File: src/hdl/assert_macros.svh
// ---------------------------------------------------------------------------
// Assertion macros
// Shared concurrent assertion helpers. They compile to nothing when SYNTH is
// defined.
// ---------------------------------------------------------------------------
`ifndef ASSERT_MACROS_SVH
`define ASSERT_MACROS_SVH

`ifndef SYNTH

// The property must hold at every clock edge outside reset.
`define ASSERT_PROP(lbl, clk, rstn, prop, msg) \
    lbl: assert property (@(posedge clk) disable iff (!rstn) (prop)) else $error(msg);

// The expression must never be true at a clock edge outside reset.
`define ASSERT_NEVER(lbl, clk, rstn, expr, msg) \
    lbl: assert property (@(posedge clk) disable iff (!rstn) !(expr)) else $error(msg);

`else

`define ASSERT_PROP(lbl, clk, rstn, prop, msg)
`define ASSERT_NEVER(lbl, clk, rstn, expr, msg)

`endif

`endif

File: src/hdl/bpad_pkg.sv
// ---------------------------------------------------------------------------
// Byte phase alignment detector package
// Types and fixed constants shared by the detector modules.
// ---------------------------------------------------------------------------
`timescale 1ns / 1ps

package bpad_pkg;

    // Width of the sample count register and its reset value.
    localparam int COUNT_W = 13;
    localparam logic [COUNT_W-1:0] COUNT_RESET = 13'd1024;
    localparam logic [COUNT_W-1:0] COUNT_MIN = 13'd3;

    // Reported sums saturate at the top of this width.
    localparam int SUM_W = 28;
    localparam logic [SUM_W-1:0] SUM_MAX = 28'hFFF_FFFF;

    // Magnitude of the difference of two signed 16-bit words.
    localparam int DIFF_W = 16;

    typedef enum logic [1:0] {
        PHASE_ALIGNED   = 2'd0,
        PHASE_SHIFTED   = 2'd1,
        PHASE_UNDECIDED = 2'd2
    } phase_t;

    typedef struct packed {
        phase_t           phase;
        logic [SUM_W-1:0] even_sum;
        logic [SUM_W-1:0] odd_sum;
    } result_t;

    // What the window tracker reports for the byte in the input register.
    typedef struct packed {
        logic    window_end;
        result_t result;
    } win_status_t;

endpackage

File: src/hdl/bpad_window.sv
// ---------------------------------------------------------------------------
// Byte phase window tracker
// Holds the per-window state and, for the byte presented, works out the
// state update and the window result in one pass of logic.
// ---------------------------------------------------------------------------
`timescale 1ns / 1ps

module bpad_window #(
    parameter int MAX_SAMPLES = 4096
) (
    input  logic                          aclk,
    input  logic                          aresetn,
    input  logic                          step_en,
    input  logic [7:0]                    data_byte,
    input  logic [bpad_pkg::COUNT_W-1:0]  sample_count,
    output bpad_pkg::win_status_t         status
);

    localparam int IDX_W = $clog2(2 * MAX_SAMPLES);
    localparam int N_W   = $clog2(MAX_SAMPLES + 1);

    logic [IDX_W-1:0]            index_reg, index_next;
    logic [7:0]                  prev_byte_reg, prev_byte_next;
    logic [15:0]                 even_word_reg, even_word_next;
    logic [15:0]                 odd_word_reg, odd_word_next;
    logic [bpad_pkg::SUM_W-1:0]  even_acc_reg, even_acc_next;
    logic [bpad_pkg::SUM_W-1:0]  odd_acc_reg, odd_acc_next;

    logic [31:0]                 count_ext;
    logic [31:0]                 n_full;
    logic [IDX_W-1:0]            n_idx;
    logic [IDX_W-1:0]            end_idx;
    logic [IDX_W-1:0]            half_idx;
    logic [15:0]                 word;
    logic [15:0]                 ref_word;
    logic signed [16:0]          diff;
    logic [bpad_pkg::DIFF_W-1:0] diff_mag;
    logic [bpad_pkg::SUM_W:0]    sum_wide;
    logic [bpad_pkg::SUM_W-1:0]  sum_sat;
    logic                        even_take, odd_take;
    logic                        even_add, odd_add;
    logic                        window_end;

    // Clamp the requested count into the supported window range.
    always_comb begin
        count_ext = 32'(sample_count);
        if (sample_count < bpad_pkg::COUNT_MIN) begin
            n_full = 32'(bpad_pkg::COUNT_MIN);
        end else if (count_ext > 32'(MAX_SAMPLES)) begin
            n_full = 32'(MAX_SAMPLES);
        end else begin
            n_full = count_ext;
        end
        n_idx   = IDX_W'(n_full[N_W-1:0]);
        end_idx = IDX_W'({1'b0, n_idx, 1'b0} - (IDX_W + 2)'(1));
    end

    assign half_idx = {1'b0, index_reg[IDX_W-1:1]};
    assign word     = {prev_byte_reg, data_byte};

    // Odd byte index closes an even-offset word; even index closes an odd one.
    assign even_take = index_reg[0] && (half_idx <= n_idx - IDX_W'(2));
    assign even_add  = even_take && (half_idx >= IDX_W'(1));
    assign odd_take  = !index_reg[0] && (half_idx >= IDX_W'(1))
                       && (half_idx <= n_idx - IDX_W'(1));
    assign odd_add   = odd_take && (half_idx >= IDX_W'(2));

    // Only one phase updates per byte, so one subtractor and adder serve both.
    assign ref_word = index_reg[0] ? even_word_reg : odd_word_reg;
    assign diff     = $signed({word[15], word}) - $signed({ref_word[15], ref_word});
    assign diff_mag = diff[16] ? 16'(-diff) : diff[15:0];
    assign sum_wide = {1'b0, (index_reg[0] ? even_acc_reg : odd_acc_reg)}
                      + (bpad_pkg::SUM_W + 1)'(diff_mag);
    assign sum_sat  = sum_wide[bpad_pkg::SUM_W] ? bpad_pkg::SUM_MAX
                                                : sum_wide[bpad_pkg::SUM_W-1:0];

    assign window_end = (index_reg >= end_idx);

    always_comb begin
        even_acc_next  = even_add ? sum_sat : even_acc_reg;
        odd_acc_next   = odd_add ? sum_sat : odd_acc_reg;
        even_word_next = even_take ? word : even_word_reg;
        odd_word_next  = odd_take ? word : odd_word_reg;
        prev_byte_next = data_byte;
        index_next     = index_reg + IDX_W'(1);

        status.window_end      = window_end;
        status.result.even_sum = even_acc_next;
        status.result.odd_sum  = odd_acc_next;
        if (even_acc_next < odd_acc_next) begin
            status.result.phase = bpad_pkg::PHASE_ALIGNED;
        end else if (odd_acc_next < even_acc_next) begin
            status.result.phase = bpad_pkg::PHASE_SHIFTED;
        end else begin
            status.result.phase = bpad_pkg::PHASE_UNDECIDED;
        end
    end

    always_ff @(posedge aclk) begin
        if (!aresetn) begin
            index_reg     <= '0;
            prev_byte_reg <= '0;
            even_word_reg <= '0;
            odd_word_reg  <= '0;
            even_acc_reg  <= '0;
            odd_acc_reg   <= '0;
        end else if (step_en) begin
            if (window_end) begin
                index_reg     <= '0;
                prev_byte_reg <= '0;
                even_word_reg <= '0;
                odd_word_reg  <= '0;
                even_acc_reg  <= '0;
                odd_acc_reg   <= '0;
            end else begin
                index_reg     <= index_next;
                prev_byte_reg <= prev_byte_next;
                even_word_reg <= even_word_next;
                odd_word_reg  <= odd_word_next;
                even_acc_reg  <= even_acc_next;
                odd_acc_reg   <= odd_acc_next;
            end
        end
    end

endmodule

File: src/hdl/byte_phase_alignment_detector.sv
// Byte phase alignment detector.
//
// Bytes of a big-endian signed 16-bit sample stream enter on the s_ channel,
// one byte per transfer. The block forms 16-bit words at both byte phases and
// sums the absolute differences of consecutive words in each phase over a
// window of sample_count words (2 * sample_count bytes). On the last byte of a
// window one word leaves on the m_ channel carrying the smoother phase and both
// sums, and the next window starts with the following byte.
//
// Throughput is one byte per cycle while s_tready is high: the work on a byte
// is a single subtract, saturating add and compare between the input register
// and the result register, from which m_tvalid is driven.
// While the receiver stalls, the result word holds and the input register
// keeps taking bytes until a second window end has to wait behind it, then
// s_tready drops.
//
// The user must write the sample count via cfg_wr_en / cfg_wr_data only while
// the block is idle; the block does not enforce this. Reset sets it to 1024,
// clears the window and empties both registers; no clearing pass is needed.
// ---------------------------------------------------------------------------
// Byte phase alignment detector, top level
// Input register, window tracker and result register with stream handshakes.
// ---------------------------------------------------------------------------
`timescale 1ns / 1ps
`include "assert_macros.svh"

module byte_phase_alignment_detector #(
    parameter int MAX_SAMPLES = 4096
) (
    input  logic                         aclk,
    input  logic                         aresetn,
    // Configuration: sample_count.
    input  logic                         cfg_wr_en,
    input  logic [bpad_pkg::COUNT_W-1:0] cfg_wr_data,
    // Input channel.
    input  logic                         s_tvalid,
    output logic                         s_tready,
    input  logic [7:0]                   s_tdata,  // [7:0] data_byte
    // Result channel.
    output logic                         m_tvalid,
    input  logic                         m_tready,
    output logic [63:0]                  m_tdata   // [1:0] phase, [29:2] even_sum,
                                                   // [57:30] odd_sum, [63:58] zero
);

    logic [bpad_pkg::COUNT_W-1:0] sample_count_reg;

    // Input register holding one byte.
    logic       in_valid_reg;
    logic [7:0] in_byte_reg;

    // Result register.
    logic        out_valid_reg;
    logic [63:0] out_data_reg;

    bpad_pkg::win_status_t status;
    logic                  out_free;
    logic                  advance;

    // The byte in the input register moves on unless it ends a window and the
    // previous result is still waiting.
    assign out_free = !out_valid_reg || m_tready;
    assign advance  = in_valid_reg && (!status.window_end || out_free);
    assign s_tready = !in_valid_reg || advance;

    always_ff @(posedge aclk) begin
        if (!aresetn) begin
            sample_count_reg <= bpad_pkg::COUNT_RESET;
        end else if (cfg_wr_en) begin
            sample_count_reg <= cfg_wr_data;
        end
    end

    always_ff @(posedge aclk) begin
        if (!aresetn) begin
            in_valid_reg <= 1'b0;
        end else if (s_tready) begin
            in_valid_reg <= s_tvalid;
        end
    end

    always_ff @(posedge aclk) begin
        if (s_tready && s_tvalid) begin
            in_byte_reg <= s_tdata;
        end
    end

    bpad_window #(
        .MAX_SAMPLES (MAX_SAMPLES)
    ) u_window (
        .aclk         (aclk),
        .aresetn      (aresetn),
        .step_en      (advance),
        .data_byte    (in_byte_reg),
        .sample_count (sample_count_reg),
        .status       (status)
    );

    always_ff @(posedge aclk) begin
        if (!aresetn) begin
            out_valid_reg <= 1'b0;
        end else if (out_free) begin
            out_valid_reg <= advance && status.window_end;
        end
    end

    always_ff @(posedge aclk) begin
        if (out_free && advance && status.window_end) begin
            out_data_reg <= {6'b0, status.result.odd_sum, status.result.even_sum,
                             status.result.phase};
        end
    end

    assign m_tvalid = out_valid_reg;
    assign m_tdata  = out_data_reg;

    // A stall upstream only happens with a byte held in the input register.
    `ASSERT_PROP(a_stall_has_byte, aclk, aresetn, !s_tready |-> in_valid_reg, "s_tready low with empty input register")
    // A window end that advances always produces a result word next cycle.
    `ASSERT_PROP(a_end_gives_result, aclk, aresetn, (advance && status.window_end) |=> m_tvalid, "window end did not produce a result")
    // The reported phase agrees with the sums it carries.
    `ASSERT_PROP(a_phase_aligned, aclk, aresetn, (m_tvalid && m_tdata[1:0] == bpad_pkg::PHASE_ALIGNED) |-> (m_tdata[29:2] < m_tdata[57:30]), "aligned phase with even sum not smaller")
    `ASSERT_PROP(a_phase_undecided, aclk, aresetn, (m_tvalid && m_tdata[1:0] == bpad_pkg::PHASE_UNDECIDED) |-> (m_tdata[29:2] == m_tdata[57:30]), "undecided phase with unequal sums")
    // A waiting result must not be overwritten by a new window end.
    `ASSERT_NEVER(a_no_overwrite, aclk, aresetn, advance && status.window_end && out_valid_reg && !m_tready, "result overwritten while stalled")

endmodule
File: config.mk
export PLATFORM = sky130hd
export DESIGN_NAME = byte_phase_alignment_detector
export DESIGN_NICKNAME = d
export VERILOG_FILES = /design/src/hdl/bpad_pkg.sv /design/src/hdl/bpad_window.sv /design/src/hdl/byte_phase_alignment_detector.sv
export VERILOG_INCLUDE_DIRS = /design/src /design/src/hdl
export SDC_FILE = /design/constraint.sdc
export NUM_CORES = 1
export LEC_CHECK = 0
export BUFFER_PORTS_ARGS = -buffer_cell sky130_fd_sc_hd__clkbuf_2
export CAP_MARGIN = 20
export CORE_MARGIN = 3
export CORE_UTILIZATION = 51
export CTS_BUF_LIST = sky130_fd_sc_hd__clkbuf_8
export CTS_CLUSTER_DIAMETER = 150
export CTS_CLUSTER_SIZE = 24
export DETAILED_ROUTE_END_ITERATION = 16
export GPL_TIMING_DRIVEN = 0
export PLACE_DENSITY_LB_ADDON = 0.15
export SYNTH_ARGS = -nofsm -noshare
export SYNTH_HDL_FRONTEND = slang
export SYNTH_HIERARCHICAL = 1
export SYNTH_SLANG_ARGS = --single-unit
File: constraint.sdc
create_clock -name aclk -period 9.3 [get_ports aclk]
set_input_delay 1.395 -clock aclk [delete_from_list [all_inputs] [get_ports aclk]]
set_output_delay 1.395 -clock aclk [all_outputs]
set_load 0.01 [all_outputs]
### Yosys cells after proc, flatten, opt, wreduce, memory -nomap -nowiden

Index checks and enable logic that the tools add are counted.

| word-level totals | value |
|---|---|
| flip-flop bits (word level) | 190 |
| output and inout port bits | 66 |
| logic and storage cells | 66 |

| cells by class | value |
|---|---|
| $add $sub $neg | 7 |
| order comparisons | 9 |
| mux-type cells | 17 |
| reduce and logical (&&, ||, !) cells | 21 |

Operators by type and width:

| kind | number |
|---|---|
| $mux 28 | 6 |
| $mux 16 | 6 |
| $lt 28x28->1 | 2 |
| $mux 13 | 3 |
| $add 28x16->29 | 1 |
| $le 12x13->1 | 2 |
| $sub 13x1->13 const B | 2 |
| $sub 16x16->17 | 1 |
| $neg 16->16 | 1 |
| $add 13x1->13 const B | 1 |
| $ge 13x13->1 | 1 |
| $gt 13x13->1 const B | 1 |
| $lt 13x2->1 const B | 1 |
| $sub 13x2->13 const B | 1 |
| $ge 12x1->1 const B | 1 |
| $ge 12x2->1 const B | 1 |
| $logic_and 1x1->1 | 10 |
| $mux 8 | 1 |
| $logic_not 1->1 | 4 |
| $reduce_and 2->1 | 2 |
| $reduce_bool 2->1 | 2 |
| $logic_or 1x1->1 | 3 |
| $mux 2 | 1 |

### Logic depth before layout (Yosys ltp)

Gate-level depths: netlist of the first run.

| logic depth | value |
|---|---|
| depth in word-level cells | 10 |
| mapped depth | 37 |
| gate-level depth less buffers | 30 |

### Hierarchy

The synthesis of the first run kept the hierarchy.

By module, submodules not included:

| module | times used | cells each | area an instance (sq um) | seq. area each (sq um) |
|---|---|---|---|---|
| bpad_window | 1 | 1,099 | 9,170.0 | 2,182.1 |
| byte_phase_alignment_detector | 1 | 127 | 2,636.3 | 2,282.2 |

### Worst setup path before layout of the first run

OpenSTA, ideal clock, no wires.

| timing | value |
|---|---|
| kind | reg2reg |
| start point | register u_window.index_reg[0] |
| end point | register out_data_reg[1] (netlist: m_tdata[1]) (data pin) |
| setup time | 291 ps |
| data arrival time | 7,677 ps |
| slack | 1,332 ps |
| stages on the path, launching flop included | 35 |
| buffers on the path | 6 |
| cells stage by stage | dfxtp_1 > buf_4 > buf_2 > buf_1 > buf_1 > mux2_2 > ha_1 > inv_1 > fa_1 > a211oi_1 > nor2_1 > xnor2_1 > nor3_1 > nand3b_1 > nor4_1 > a41oi_1 > xnor3_1 > ha_1 > a211o_1 > a2111o_1 > o21ai_0 > o22a_1 > buf_2 > buf_2 > nand2_1 > mux2_2 > ha_1 > a21o_1 > a21o_1 > a21o_1 > a21o_1 > a21oi_1 > o22ai_1 > a2111oi_0 > a2111oi_0 |

RTL lines:

| item | RTL line | text |
|---|---|---|
| from (decl) | bpad_window.sv:22 | `logic [IDX_W-1:0] index_reg, index_next;` |
| from (signal assigned) | bpad_window.sv:116 | `index_reg <= index_next;` |
| to (signal assigned) | byte_phase_alignment_detector.sv:109 | `out_data_reg <= {6'b0, status.result.odd_sum, status.result.even_sum,` |
| to (decl) | byte_phase_alignment_detector.sv:54 | `logic [63:0] out_data_reg;` |

==> results of run 1 <==
## cells by family (layout without fill, tap and decap cells)
| logic type | after synthesis | after routing | share of synthesized area, % |
|---|---|---|---|
| simple gates | 346 | 346 | 14.7 |
| compound gates | 341 | 341 | 20.5 |
| flops | 190 | 190 | 37.8 |
| mux | 101 | 101 | 9.04 |
| buf+inv | 100 | 215 | 3.82 |
| fa+ha+maj | 92 | 92 | 9.88 |
| xor+xnor | 55 | 55 | 4.20 |
| other cells | 1 | 6 | 0.0318 |
## metal layers
layer  wire length, um  GRT usage [%]
met2             13700           39.4
met3              1500           3.28
met5                 0              0
met1             13600           32.4
met4               816           8.52
## worst max path at each step
stage                                             startpoint                    to  slack (ns)  depth (start not counted)
after floorplan           u_window/index_reg[0]$_SDFFE_PN0P_  m_tdata[1]$_DFFE_PP_        1.33                         34
after global placement    u_window/index_reg[0]$_SDFFE_PN0P_  m_tdata[1]$_DFFE_PP_       -1.29                         37
after detailed placement  u_window/index_reg[0]$_SDFFE_PN0P_  m_tdata[1]$_DFFE_PP_       -1.39                         37
after CTS                 u_window/index_reg[0]$_SDFFE_PN0P_  m_tdata[1]$_DFFE_PP_        0.03                         35
after global routing      u_window/index_reg[0]$_SDFFE_PN0P_  m_tdata[1]$_DFFE_PP_        0.07                         35
final                     u_window/index_reg[0]$_SDFFE_PN0P_  m_tdata[1]$_DFFE_PP_        0.45                         35
## power breakdown
group          leakage, nW  internal, W  switching, W  total [W]
logic                 3.68     0.000166      0.000269   0.000435
clock network        0.206     0.000230      0.000323   0.000553
registers             1.63     0.000866     0.0000128   0.000879
total                 5.52      0.00126      0.000605    0.00187
## critical path, delay by kind of cell, from the launching register on
kind	cells	cell delay (ns)
flops	1	0.52
compound gates	19	4.23
xor+xnor	1	0.17
simple gates	3	0.43
buf+inv	6	1.64
fa+ha+maj	4	0.88
mux	2	0.68
## cell usage after synthesis (all sizes together), types with 28 or more instances
master | n | area, sq um
buf | 28 | 180
mux2 | 45 | 507
dfxtp | 124 | 2480
clkbuf | 30 | 113
a21o | 30 | 225
nand2 | 71 | 267
mux2i | 56 | 561
nor2 | 94 | 355
a21oi | 76 | 384
nor2b | 29 | 181
edfxtp | 66 | 1980
o21ai | 54 | 270
ha | 90 | 1130
a22o | 60 | 526
inv | 41 | 154
nand3 | 37 | 185
## final cells by class
type | count | area, sq um | area share (%)
well taps | 285 | 357 | 2.73
flip-flops and latches | 190 | 4460 | 34.2
clock inverters | 14 | 151 | 1.16
repair buffers | 85 | 440 | 3.38
multi-input cells | 941 | 6930 | 53.2
inverters | 42 | 158 | 1.21
plain buffers | 56 | 294 | 2.25
clock buffers | 18 | 248 | 1.90
## per-stage QoR
stage / setup slack (ns) / power, W / instances / instance area (sq um) / utilization, %
after CTS: 0.0273 / 0.00188 / 1631 / 13000 / 57.4
after detailed placement: -1.39 / 0.00132 / 1601 / 12600 / 55.6
after floorplan: 1.33 / 0.00122 / 1231 / 11800 / -
after global placement: -1.29 / 0.00132 / 1600 / 12600 / 55.5
final: 0.449 / 0.00187 / 1631 / 13000 / 57.4
after global routing: 0.0701 / 0.00197 / 1631 / 13000 / 57.4
==> impl_summary.txt, run 1 <==
----------------------------------------------------
[Setup path]
  Startpoint type of the worst setup path ... flop
  Longest individual stage delay on the worst path ... 0.52 ns
  Reg-to-Reg End ... m_tdata[1]$_DFFE_PP_
  Cell mode on critical path ... sky130_fd_sc_hd__a21o_1
  Required time reported for the critical path endpoint ... ~9.5 ns
  Critical-path cell with the highest stage delay ... sky130_fd_sc_hd__dfxtp_1
  CP Data Arrival Time ... 9.06 ns
  Kind of end point of the critical path ... flop
  Worst R2R Setup Slack ... approximately 0.45 ns
  Startpoint of the lowest-slack register-to-register path ... u_window/index_reg[0]$_SDFFE_PN0P_
  R2R depth ... 35
  Critical-path maximum fanout ... 28
  Crit Path Class ... flop to flop

[Worst hold path]
  Path category of the worst min-delay check ... flop to flop
  Worst-case hold path end point ... u_window/even_acc_reg[10]$_SDFFE_PN0P_
  Number of cells traversed by the worst hold path ... 2
  Launch point of the worst hold path ... u_window/even_acc_reg[10]$_SDFFE_PN0P_

[Route]
  Count of antenna-violating nets left after detailed routing ... 0
  Drt drc ... 0
  Routed WL per cell ... 18.2 um
  Via count ... about 9700
  Final Routed Wirelength ... 29600 um
  Via density per instance ... 5.94
  DR iter-0 viols ... 650
  Number of detailed-routing iterations run before antenna repair ... 5

[Floorplan]
  Die extent in y ... 158 um
  Total Die Area ... 25000 sq um
  Starting Density ... between 50% and 60%
  I/O pins ... 92
  Width of the die ... roughly 160 um
  Core Footprint ... 22700 sq um
  Number of placement rows ... 55

[Synth]
  Mapped cell area ... between 10000 and 15000 sq um
  Average cell area after synthesis ... 9.63 sq um
  Share of synthesized flip-flops with an asynchronous set or reset ... 0%
  Synth cell types ... 81
  Share of synthesized area occupied by flip-flops and latches ... 37.8%
  Number of synthesized flops with an enable pin ... 66
  Number of warnings reported in the yosys synthesis log ... 6
  Register bit count reported by yosys ... between 150 and 200
  Instance count of the mapped netlist ... 1226
  Top FF cell, synth ... sky130_fd_sc_hd__dfxtp_1

[Cells and area]
  Fin nets ... between 1000 and 1500
  Most common library cell in the layout ignoring fill and taps ... sky130_fd_sc_hd__dfxtp_1
  Signed area change from the synthesized netlist to the final layout ... 10.5%
  Share of post-route cells with drive strength above 1 ... 16.6%
  Leading cell types in the layout, fill and taps excluded ... sky130_fd_sc_hd__dfxtp_1, sky130_fd_sc_hd__nor2_1, sky130_fd_sc_hd__ha_1, sky130_fd_sc_hd__clkbuf_2, sky130_fd_sc_hd__a21oi_1
  Max FFs per register ... 58
  Diodes inserted ... 0
  Fill cell count ... ~2100

[STA]
  Timing-limited maximum frequency ... ~110 MHz
  Clock tree skew after final layout ... 0.0192 ns
  Setup TNS ... 0 ns
  Max Slew Vio Count ... 0
  Setup repair after global routing missed its margin ... no
  Share of the clock period used by the worst path ... 95.2%
  Relative max-transition margin ... between 20% and 30%
  Final worst path period need ... 8.85 ns
  Endpoints failing setup ... 0
  Least-Margin Pin Slew ... 1.05 ns
  Hold slack final ... between 0.4 and 0.5 ns
  Number of failing hold endpoints at the final stage ... 0

[Place]
  Final estimated routing congestion in global placement ... ~0.95
  IO buf count ... 84
  Detailed-placement wirelength estimate ... 22700 um

[Clock network]
  H-tree depth ... 4
  Post-CTS resize count ... 7
  Buffer count from post-CTS setup fixing ... 0
  Clock tree from TritonCTS ... yes
  CTS Buf Count ... 17
  Clock-pin slew on the worst setup and hold paths ... 0.11 ns
  Number of sinks on the clock net ... 190
  Buffer cell driving the clock tree root ... sky130_fd_sc_hd__clkbuf_8
  Clock latency of the later-clocked register in the worst-skew pair ... 0.48 ns
  # hold bufs at CTS ... 0
  CTS max path bufs ... 2

[Run status]
  Run status ... completed

[Pwr]
  Leakage power ... about 5.5 nW
  Power density cells ... ~140 nW/um^2
  Highest ir drop seen on vdd ... between 0.08 and 0.09 mV

[Global route]
  Grt ovf ... 0
  Initial antenna violation count ... 0
  Largest net degree at the start of global routing ... 38
  GRT Util Overall ... 24.0%
  Wire length of the first global-routing pass ... roughly 48000 um
  Via count of the first global-routing pass ... 9177

[Job]
  # Max-Cap Violations ... 0

----------------------------------------------------
Note: power is estimated with default switching activity, not from simulation.
==> run 2: changes to the inputs <==
--- a/config.mk
+++ b/config.mk
@@ -6,6 +6,7 @@
 export SDC_FILE = /design/constraint.sdc
 export NUM_CORES = 1
 export LEC_CHECK = 0
+export ABC_AREA = 1
 export BUFFER_PORTS_ARGS = -buffer_cell sky130_fd_sc_hd__clkbuf_2
 export CAP_MARGIN = 20
 export CORE_MARGIN = 3
==> run 2 against run 1 <==
Non-clock buffer count up 14. Cell count increased by 36%. Clock skew rose by 0.0044 ns. Combinational power increased by 10%. Global-route usage grew 1.9 points. Wire length is 17% higher. Sequential share of layout area down 2.4 points. Total power up 3.2%. Setup slack better by 0.26 ns. Core utilization fell by 0.061 points.
==> impl_summary.txt, run 2 <==
----------------------------------------------------
[Cells and area]
  Fill cell count ... 2393 (+14%)
  Most common library cell in the layout ignoring fill and taps ... sky130_fd_sc_hd__nand2_1
  Leading cell types in the layout, fill and taps excluded ... sky130_fd_sc_hd__nand2_1, sky130_fd_sc_hd__inv_1, sky130_fd_sc_hd__a21oi_1, sky130_fd_sc_hd__nor2_1, sky130_fd_sc_hd__dfxtp_1
  Signed area change from the synthesized netlist to the final layout ... 9.92%
  Share of post-route cells with drive strength above 1 ... 12.4% (-4.2 points)
  Fin nets ... 1996 (+38%)
  Non-filler cells in the finished layout ... 2215 (+36%)
  Diodes inserted ... 0 (unchanged)
  Max FFs per register ... 58 (unchanged)

[Place]
  Detailed-placement wirelength estimate ... 27300 um (+20%)
  Final estimated routing congestion in global placement ... 0.969 (+1.5%)
  IO buf count ... 85 (+1.2%)
  Post-placement cell count ... 2183 (+36%)

[Setup path]
  Cell mode on critical path ... sky130_fd_sc_hd__nand2_1
  Required time reported for the critical path endpoint ... 9.53 ns (+0.03 ns)
  CP Data Arrival Time ... 8.82 ns (-0.24 ns)
  Critical-path cell with the highest stage delay ... sky130_fd_sc_hd__clkbuf_1
  Crit Path Class ... flop to flop
  Startpoint of the lowest-slack register-to-register path ... u_window/index_reg[0]$_SDFFE_PN0P_
  Startpoint type of the worst setup path ... flop
  Worst R2R Setup Slack ... 0.71 ns (+0.26 ns)
  R2R depth ... 44 (+26%)
  Kind of end point of the critical path ... flop
  Longest individual stage delay on the worst path ... 0.67 ns (+0.15 ns)
  Reg-to-Reg End ... m_tdata[1]$_DFFE_PP_
  Critical-path maximum fanout ... 10 (-64%)

[Clock network]
  CTS Buf Count ... 17 (unchanged)
  CTS max path bufs ... 2 (unchanged)
  Clock tree from TritonCTS ... yes
  Clock-pin slew on the worst setup and hold paths ... 0.10 ns (about the same)
  Post-CTS resize count ... 0 (-7)
  Number of sinks on the clock net ... 190 (unchanged)
  Clock latency of the later-clocked register in the worst-skew pair ... 0.48 ns (about the same)
  Buffer cell driving the clock tree root ... sky130_fd_sc_hd__clkbuf_8
  Buffer count from post-CTS setup fixing ... 0 (unchanged)
  H-tree depth ... 4 (unchanged)
  # hold bufs at CTS ... 0 (unchanged)

[Synth]
  Fraction of the mapped netlist area in compound gates ... 13.1% (-7.4 points)
  Largest family of logic cells by synthesized area ... simple AND/OR/NAND/NOR gates
  Post-synthesis adder-cell area fraction ... 9.13% (-0.75 points)
  Parity-gate share of the synthesized area counting xor and xnor cells ... 4.46% (+0.26 points)
  Share of synthesized area occupied by flip-flops and latches ... 35.0% (-2.9 points)
  Number of synthesized flops with an enable pin ... 66 (unchanged)
  Top FF cell, synth ... sky130_fd_sc_hd__dfxtp_1
  Leading cell types by total area after synthesis ... sky130_fd_sc_hd__dfxtp_1, sky130_fd_sc_hd__edfxtp_1, sky130_fd_sc_hd__nand2_1
  Mapped cell area ... 12800 sq um (+8.2%)
  Number of warnings reported in the yosys synthesis log ... 6 (unchanged)
  Top cell type by total area after synthesis ... sky130_fd_sc_hd__dfxtp_1
  Most used standard cell by instance count after synthesis ... sky130_fd_sc_hd__nand2_1
  Proportion of synthesized area in mux cells ... 1.25% (-7.8 points)
  Synthesized-area fraction occupied by and/or/nand/nor cells ... 27.6% (+13 points)
  Synth cell types ... 52 (-36%)
  Register bit count reported by yosys ... 190 (unchanged)
  Average cell area after synthesis ... 7.22 sq um (-25%)
  Share of synthesized flip-flops with an asynchronous set or reset ... 0% (unchanged)
  Most instantiated cells after synthesis ... sky130_fd_sc_hd__nand2_1, sky130_fd_sc_hd__inv_1, sky130_fd_sc_hd__a21oi_1
  Instance count of the mapped netlist ... 1768 (+44%)
  Fraction of post-synthesis cell area in the top cell type by area ... 19.4% (-1.6 points)

[STA]
  Final worst path period need ... 8.59 ns (-0.264 ns)
  Endpoints failing setup ... 0 (unchanged)
  Number of failing hold endpoints at the final stage ... 0 (unchanged)
  Timing-limited maximum frequency ... 116 MHz (+3.1%)
  Clock tree skew after final layout ... 0.0236 ns (+0.00440 ns)
  Max Slew Vio Count ... 0 (unchanged)
  Setup repair after global routing missed its margin ... no
  Setup TNS ... 0 ns (unchanged)
  Share of the clock period used by the worst path ... 92.3% (-2.8 points)
  Relative max-transition margin ... 41.3% (+12 points)
  Least-Margin Pin Slew ... 0.880 ns (-0.174 ns)

[Route]
  Routed WL per cell ... 15.7 um (-14%)
  Via count ... 11800 (+22%)
  Via density per instance ... 5.34 (-10%)
  DR iter-0 viols ... 1046 (+61%)
  Final Routed Wirelength ... 34800 um (+17%)
  Count of antenna-violating nets left after detailed routing ... 0 (unchanged)
  Number of detailed-routing iterations run before antenna repair ... 5 (unchanged)
  Drt drc ... 0 (unchanged)

[Floorplan]
  Starting Density ... 52.2% (+0.22 points)
  I/O pins ... 92 (unchanged)
  Number of placement rows ... 57 (+3.6%)
  Core Footprint ... 24500 sq um (+7.7%)
  Die extent in y ... 164 um (+3.9%)
  Width of the die ... 164 um (+3.9%)
  Total Die Area ... 27000 sq um (+7.9%)

[Worst hold path]
  Number of cells traversed by the worst hold path ... 2 (unchanged)
  Worst-case hold path end point ... u_window/odd_acc_reg[14]$_SDFFE_PN0P_
  Path category of the worst min-delay check ... flop to flop
  Launch point of the worst hold path ... u_window/odd_acc_reg[14]$_SDFFE_PN0P_

[Pwr]
  Highest ir drop seen on vdd ... 0.0788 mV (-8.6%)
  Leakage power ... 6.28 nW (+14%)
  Power density cells ... 137 nW/um^2 (-4.1%)

[Global route]
  Initial antenna violation count ... 0 (unchanged)
  Largest net degree at the start of global routing ... 49 (+29%)
  Wire length of the first global-routing pass ... 55500 um (+16%)
  Via count of the first global-routing pass ... 10900 (+19%)
  Grt ovf ... 0 (unchanged)
  GRT Util Overall ... 25.9% (+1.9 points)

[Job]
  # Max-Cap Violations ... 0 (unchanged)

[Run status]
  Run status ... completed

----------------------------------------------------
run 2: changes by cell type in the layout (fill, tap and decap cells not counted), moves of 24 or more:
cell and delta:
sky130_fd_sc_hd__nand2_1 +381, sky130_fd_sc_hd__inv_1 +152, sky130_fd_sc_hd__a21oi_1 +87, sky130_fd_sc_hd__a22o_1 -60
sky130_fd_sc_hd__nand3_1 +58, sky130_fd_sc_hd__mux2_2 -45, sky130_fd_sc_hd__nor2_1 +45, sky130_fd_sc_hd__mux2i_1 -40
sky130_fd_sc_hd__nand4_1 +34, sky130_fd_sc_hd__nor2b_1 -29, sky130_fd_sc_hd__inv_2 +28, sky130_fd_sc_hd__a21o_1 -26
sky130_fd_sc_hd__nand2b_1 -24
run 2: through the flow:
step                      power, W  cell area (sq um)  utilization [%]  hold WS (ns)  setup WS, ns
after floorplan            0.00125              12800                -         0.444          2.82
after global placement     0.00136              13600             55.7         0.451         0.941
after detailed placement   0.00137              13600             55.8         0.455         0.817
after CTS                  0.00193              14000             57.4         0.471         0.810
after global routing       0.00203              14000             57.4         0.487        0.0419
final                      0.00193              14000             57.4         0.472         0.713
run 2: how the worst max path moves through the flow:
stage	endpoint	start	slack (ns)	cells past startpoint
floorplan	m_tdata[1]$_DFFE_PP_	u_window/index_reg[0]$_SDFFE_PN0P_	2.82	44
global placement	m_tdata[1]$_DFFE_PP_	u_window/index_reg[0]$_SDFFE_PN0P_	0.94	42
detailed placement	m_tdata[1]$_DFFE_PP_	u_window/index_reg[0]$_SDFFE_PN0P_	0.82	42
CTS	m_tdata[1]$_DFFE_PP_	u_window/index_reg[0]$_SDFFE_PN0P_	0.81	42
global route	m_tdata[1]$_DFFE_PP_	u_window/index_reg[0]$_SDFFE_PN0P_	0.04	44
finish	m_tdata[1]$_DFFE_PP_	u_window/index_reg[0]$_SDFFE_PN0P_	0.71	44
run 2: routing by layer:
layer | GRT usage, % | routed length, um | vias up | share of wire (%)
met5 | 0 | 0 | - | 0
met4 | 6.88 | 572 | 0 | 1.6
met3 | 2.50 | 2040 | 42 | 5.8
met2 | 45.5 | 16800 | 411 | 48
met1 | 33.9 | 15400 | 5369 | 44
li1 | - | - | 6008 | -
run 2: report_power, final:
group	internal, W	switching [W]
Combinational	0.000157	0.000323
Sequential	0.000866	0.0000100
Clock	0.000230	0.000340
run 2: critical path: cells and delay by family (launching register included):
family                     cells  cell delay (ns)
AOI/OAI and AO/OA              9             1.34
DFF                            1             0.36
buffers and inverters          9             2.29
and+or+nand+nor               20             2.48
muxes                          1             0.31
xor gates and xnor gates       1             0.36
adders and majority gates      4             1.19
run 2: cells by family after synthesis:
| group | Yosys count |
|---|---|
| XOR/XNOR | 65 |
| adder cells (fa/ha/maj) | 92 |
| flip-flops | 190 |
| other | 1 |
| buffers and inverters | 291 |
| AND/OR/NAND/NOR | 815 |
| multiplexers | 16 |
| AO/OA/AOI/OAI | 298 |
run 2: layout make-up:
class | count | area (sq um) | share of cell area [%]
plain buffers | 69 | 373 | 2.66
clock buffers | 18 | 248 | 1.76
clock inverters | 14 | 150 | 1.07
inverters | 222 | 833 | 5.94
multi-input cells | 1292 | 7120 | 50.7
flip-flops and latches | 190 | 4460 | 31.8
well taps | 324 | 405 | 2.89
repair buffers | 86 | 445 | 3.17
==> run 3: changes to the inputs <==
--- a/config.mk
+++ b/config.mk
@@ -9,7 +9,7 @@
 export ABC_AREA = 1
 export BUFFER_PORTS_ARGS = -buffer_cell sky130_fd_sc_hd__clkbuf_2
 export CAP_MARGIN = 20
-export CORE_MARGIN = 3
+export CORE_MARGIN = 5
 export CORE_UTILIZATION = 51
 export CTS_BUF_LIST = sky130_fd_sc_hd__clkbuf_8
 export CTS_CLUSTER_DIAMETER = 150
==> run 3 against run 2 <==
Wire length grew 1.8%. Die area grew 4.9%. Via count grew 1.0%. Global-route usage shrank 0.99 points. Cell count grew 0.27%. Highest routed layer unchanged.
==> impl_summary.txt, run 3 (same netlist as run 2, synthesis figures left out) <==
----------------------------------------------------
[Setup path]
  Startpoint type of the worst setup path ... flop
  Crit Path Class ... flop to flop
  Critical-path maximum fanout ... 10 (unchanged)
  Startpoint of the lowest-slack register-to-register path ... u_window/index_reg[0]$_SDFFE_PN0P_
  Longest individual stage delay on the worst path ... 0.69 ns (+0.02 ns)
  Critical-path cell with the highest stage delay ... sky130_fd_sc_hd__clkbuf_1
  Kind of end point of the critical path ... flop
  R2R depth ... 44 (unchanged)
  Cell mode on critical path ... sky130_fd_sc_hd__nand2_1
  Reg-to-Reg End ... m_tdata[1]$_DFFE_PP_
  Required time reported for the critical path endpoint ... 9.55 ns (+0.02 ns)
  Worst R2R Setup Slack ... 0.68 ns (-0.04 ns)
  CP Data Arrival Time ... 8.87 ns (+0.05 ns)

[STA]
  Final worst path period need ... 8.62 ns (+0.0366 ns)
  Setup repair after global routing missed its margin ... no
  Relative max-transition margin ... 39.3% (-2.1 points)
  Max Slew Vio Count ... 0 (unchanged)
  Endpoints failing setup ... 0 (unchanged)
  Clock tree skew after final layout ... 0.0266 ns (+0.00299 ns)
  Minimum setup slack in the final design ... 0.677 ns (-0.0366 ns)
  Number of failing hold endpoints at the final stage ... 0 (unchanged)
  Share of the clock period used by the worst path ... 92.7% (+0.39 points)
  Timing-limited maximum frequency ... 116 MHz (-0.42%)
  Setup TNS ... 0 ns (unchanged)
  Least-Margin Pin Slew ... 0.911 ns (+0.0312 ns)

[Pwr]
  Highest ir drop seen on vdd ... 0.100 mV (+27%)
  Leakage power ... 6.28 nW (about the same)
  Power density cells ... 135 nW/um^2 (-1.7%)

[Job]
  # Max-Cap Violations ... 0 (unchanged)

[Route]
  Via density per instance ... 5.38 (+0.73%)
  Routed WL per cell ... 15.9 um (+1.5%)
  DR iter-0 viols ... 1083 (+3.5%)
  Via count ... 11900 (+1.0%)
  Final Routed Wirelength ... 35400 um (+1.8%)
  Count of antenna-violating nets left after detailed routing ... 0 (unchanged)
  Number of detailed-routing iterations run before antenna repair ... 7 (+2)
  Drt drc ... 0 (unchanged)

[Place]
  Final estimated routing congestion in global placement ... 0.951 (-1.9%)
  DP Worst Slack ... 0.712 ns (-0.105 ns)
  Detailed-placement wirelength estimate ... 27500 um (+0.87%)
  IO buf count ... 85 (unchanged)

[Clock network]
  CTS Buf Count ... 17 (unchanged)
  Number of sinks on the clock net ... 190 (unchanged)
  Clock-pin slew on the worst setup and hold paths ... 0.11 ns (about the same)
  Buffer count from post-CTS setup fixing ... 0 (unchanged)
  H-tree depth ... 4 (unchanged)
  Clock latency of the later-clocked register in the worst-skew pair ... 0.48 ns (about the same)
  Buffer cell driving the clock tree root ... sky130_fd_sc_hd__clkbuf_8
  # hold bufs at CTS ... 0 (unchanged)
  Post-CTS resize count ... 0 (unchanged)
  CTS max path bufs ... 2 (unchanged)
  Clock tree from TritonCTS ... yes

[Cells and area]
  Fin nets ... 1996 (unchanged)
  Leading cell types in the layout, fill and taps excluded ... sky130_fd_sc_hd__nand2_1, sky130_fd_sc_hd__inv_1, sky130_fd_sc_hd__a21oi_1, sky130_fd_sc_hd__nor2_1, sky130_fd_sc_hd__dfxtp_1
  Fill cell count ... 2433 (+1.7%)
  Signed area change from the synthesized netlist to the final layout ... 9.81%
  Multi-input gate area in the final layout ... 7120 sq um (unchanged)
  Final standard cell utilization of the core ... 56.3% (-1.0 points)
  Most common library cell in the layout ignoring fill and taps ... sky130_fd_sc_hd__nand2_1
  Diodes inserted ... 0 (unchanged)
  FF/Latch Area ... 4460 sq um (unchanged)
  Max FFs per register ... 58 (unchanged)
  Share of post-route cells with drive strength above 1 ... 12.3% (-0.053 points)

[Run status]
  Run status ... completed

[Floorplan]
  Die extent in y ... 168 um (+2.4%)
  Number of placement rows ... 58 (+1.8%)
  Starting Density ... 51.3% (-0.90 points)
  Core Footprint ... 24900 sq um (+1.8%)
  Width of the die ... 168 um (+2.4%)
  Total Die Area ... 28300 sq um (+4.9%)
  I/O pins ... 92 (unchanged)

[Worst hold path]
  Path category of the worst min-delay check ... flop to flop
  Number of cells traversed by the worst hold path ... 2 (unchanged)
  Launch point of the worst hold path ... u_window/even_word_reg[12]$_SDFFE_PN0P_
  Worst-case hold path end point ... u_window/even_word_reg[12]$_SDFFE_PN0P_

[Global route]
  Initial antenna violation count ... 0 (unchanged)
  Via count of the first global-routing pass ... 11400 (+4.0%)
  GRT Util Overall ... 24.9% (-0.99 points)
  Wire length of the first global-routing pass ... 57300 um (+3.2%)
  Largest net degree at the start of global routing ... 50 (+2.0%)
  Grt ovf ... 0 (unchanged)

----------------------------------------------------
run 3: cell count changes in the layout (fill, tap and decap cells not counted), sizes merged:
cell	previous run	this run
clkbuf	134	133
clkinvlp	1	0
bufinv	1	0
inv	227	228
clkinv	7	9
run 3: worst max path at each step:
stage                                       startpoint              endpoint  slack, ns  cells after the start
floorplan           u_window/index_reg[0]$_SDFFE_PN0P_  m_tdata[1]$_DFFE_PP_       2.82                     44
global placement    u_window/index_reg[0]$_SDFFE_PN0P_  m_tdata[1]$_DFFE_PP_       0.80                     44
CTS                 u_window/index_reg[0]$_SDFFE_PN0P_  m_tdata[1]$_DFFE_PP_       0.69                     44
global route        u_window/index_reg[0]$_SDFFE_PN0P_  m_tdata[1]$_DFFE_PP_       0.09                     43
finish              u_window/index_reg[0]$_SDFFE_PN0P_  m_tdata[1]$_DFFE_PP_       0.68                     44
detailed placement  u_window/index_reg[0]$_SDFFE_PN0P_  m_tdata[1]$_DFFE_PP_       0.71                     44
run 3: critical path: cells and delay by family (launching register included):
kind / cells / cell delay, ns
muxes: 1 / 0.29
adders and majority gates: 4 / 1.17
buffers and inverters: 9 / 2.32
and+or+nand+nor: 20 / 2.54
DFF: 1 / 0.36
xor gates and xnor gates: 1 / 0.41
AOI/OAI and AO/OA: 9 / 1.30
run 3: through the flow:
stage / hold slack, ns / total power [W] / instance area, sq um / instances
4_1_cts: 0.470 / 0.00190 / 14000 / 2221
3_5_place_dp: 0.455 / 0.00136 / 13700 / 2189
3_3_place_gp: 0.452 / 0.00136 / 13600 / 2188
6_report: 0.470 / 0.00189 / 14000 / 2221
5_1_grt: 0.485 / 0.00199 / 14000 / 2221
2_1_floorplan: 0.444 / 0.00125 / 12800 / 1773
run 3: metal layers:
metal,track usage [%],vias to the layer above,routed length [um]
met5,0,-,0
met3,3.12,48,2150
met1,32.3,5503,15500
met2,43.9,386,17100
li1,-,6012,-
met4,6.35,0,650
run 3: layout make-up:
class,count,area share [%]
multi-input combinational,1292,50.8
buffer,69,2.66
sequential,190,31.8
clock inverter,15,0.955
clock buffer,17,1.67
timing repair buffer,86,3.23
inverter,222,5.94
tap,330,2.94
run 3: report_power, final:
part / internal (W) / total (W) / leakage [nW] / switching [W]
clock: 0.000195 / 0.000536 / 0.195 / 0.000340
sequential: 0.000866 / 0.000876 / 1.58 / 0.0000104
combinational: 0.000157 / 0.000479 / 4.50 / 0.000322
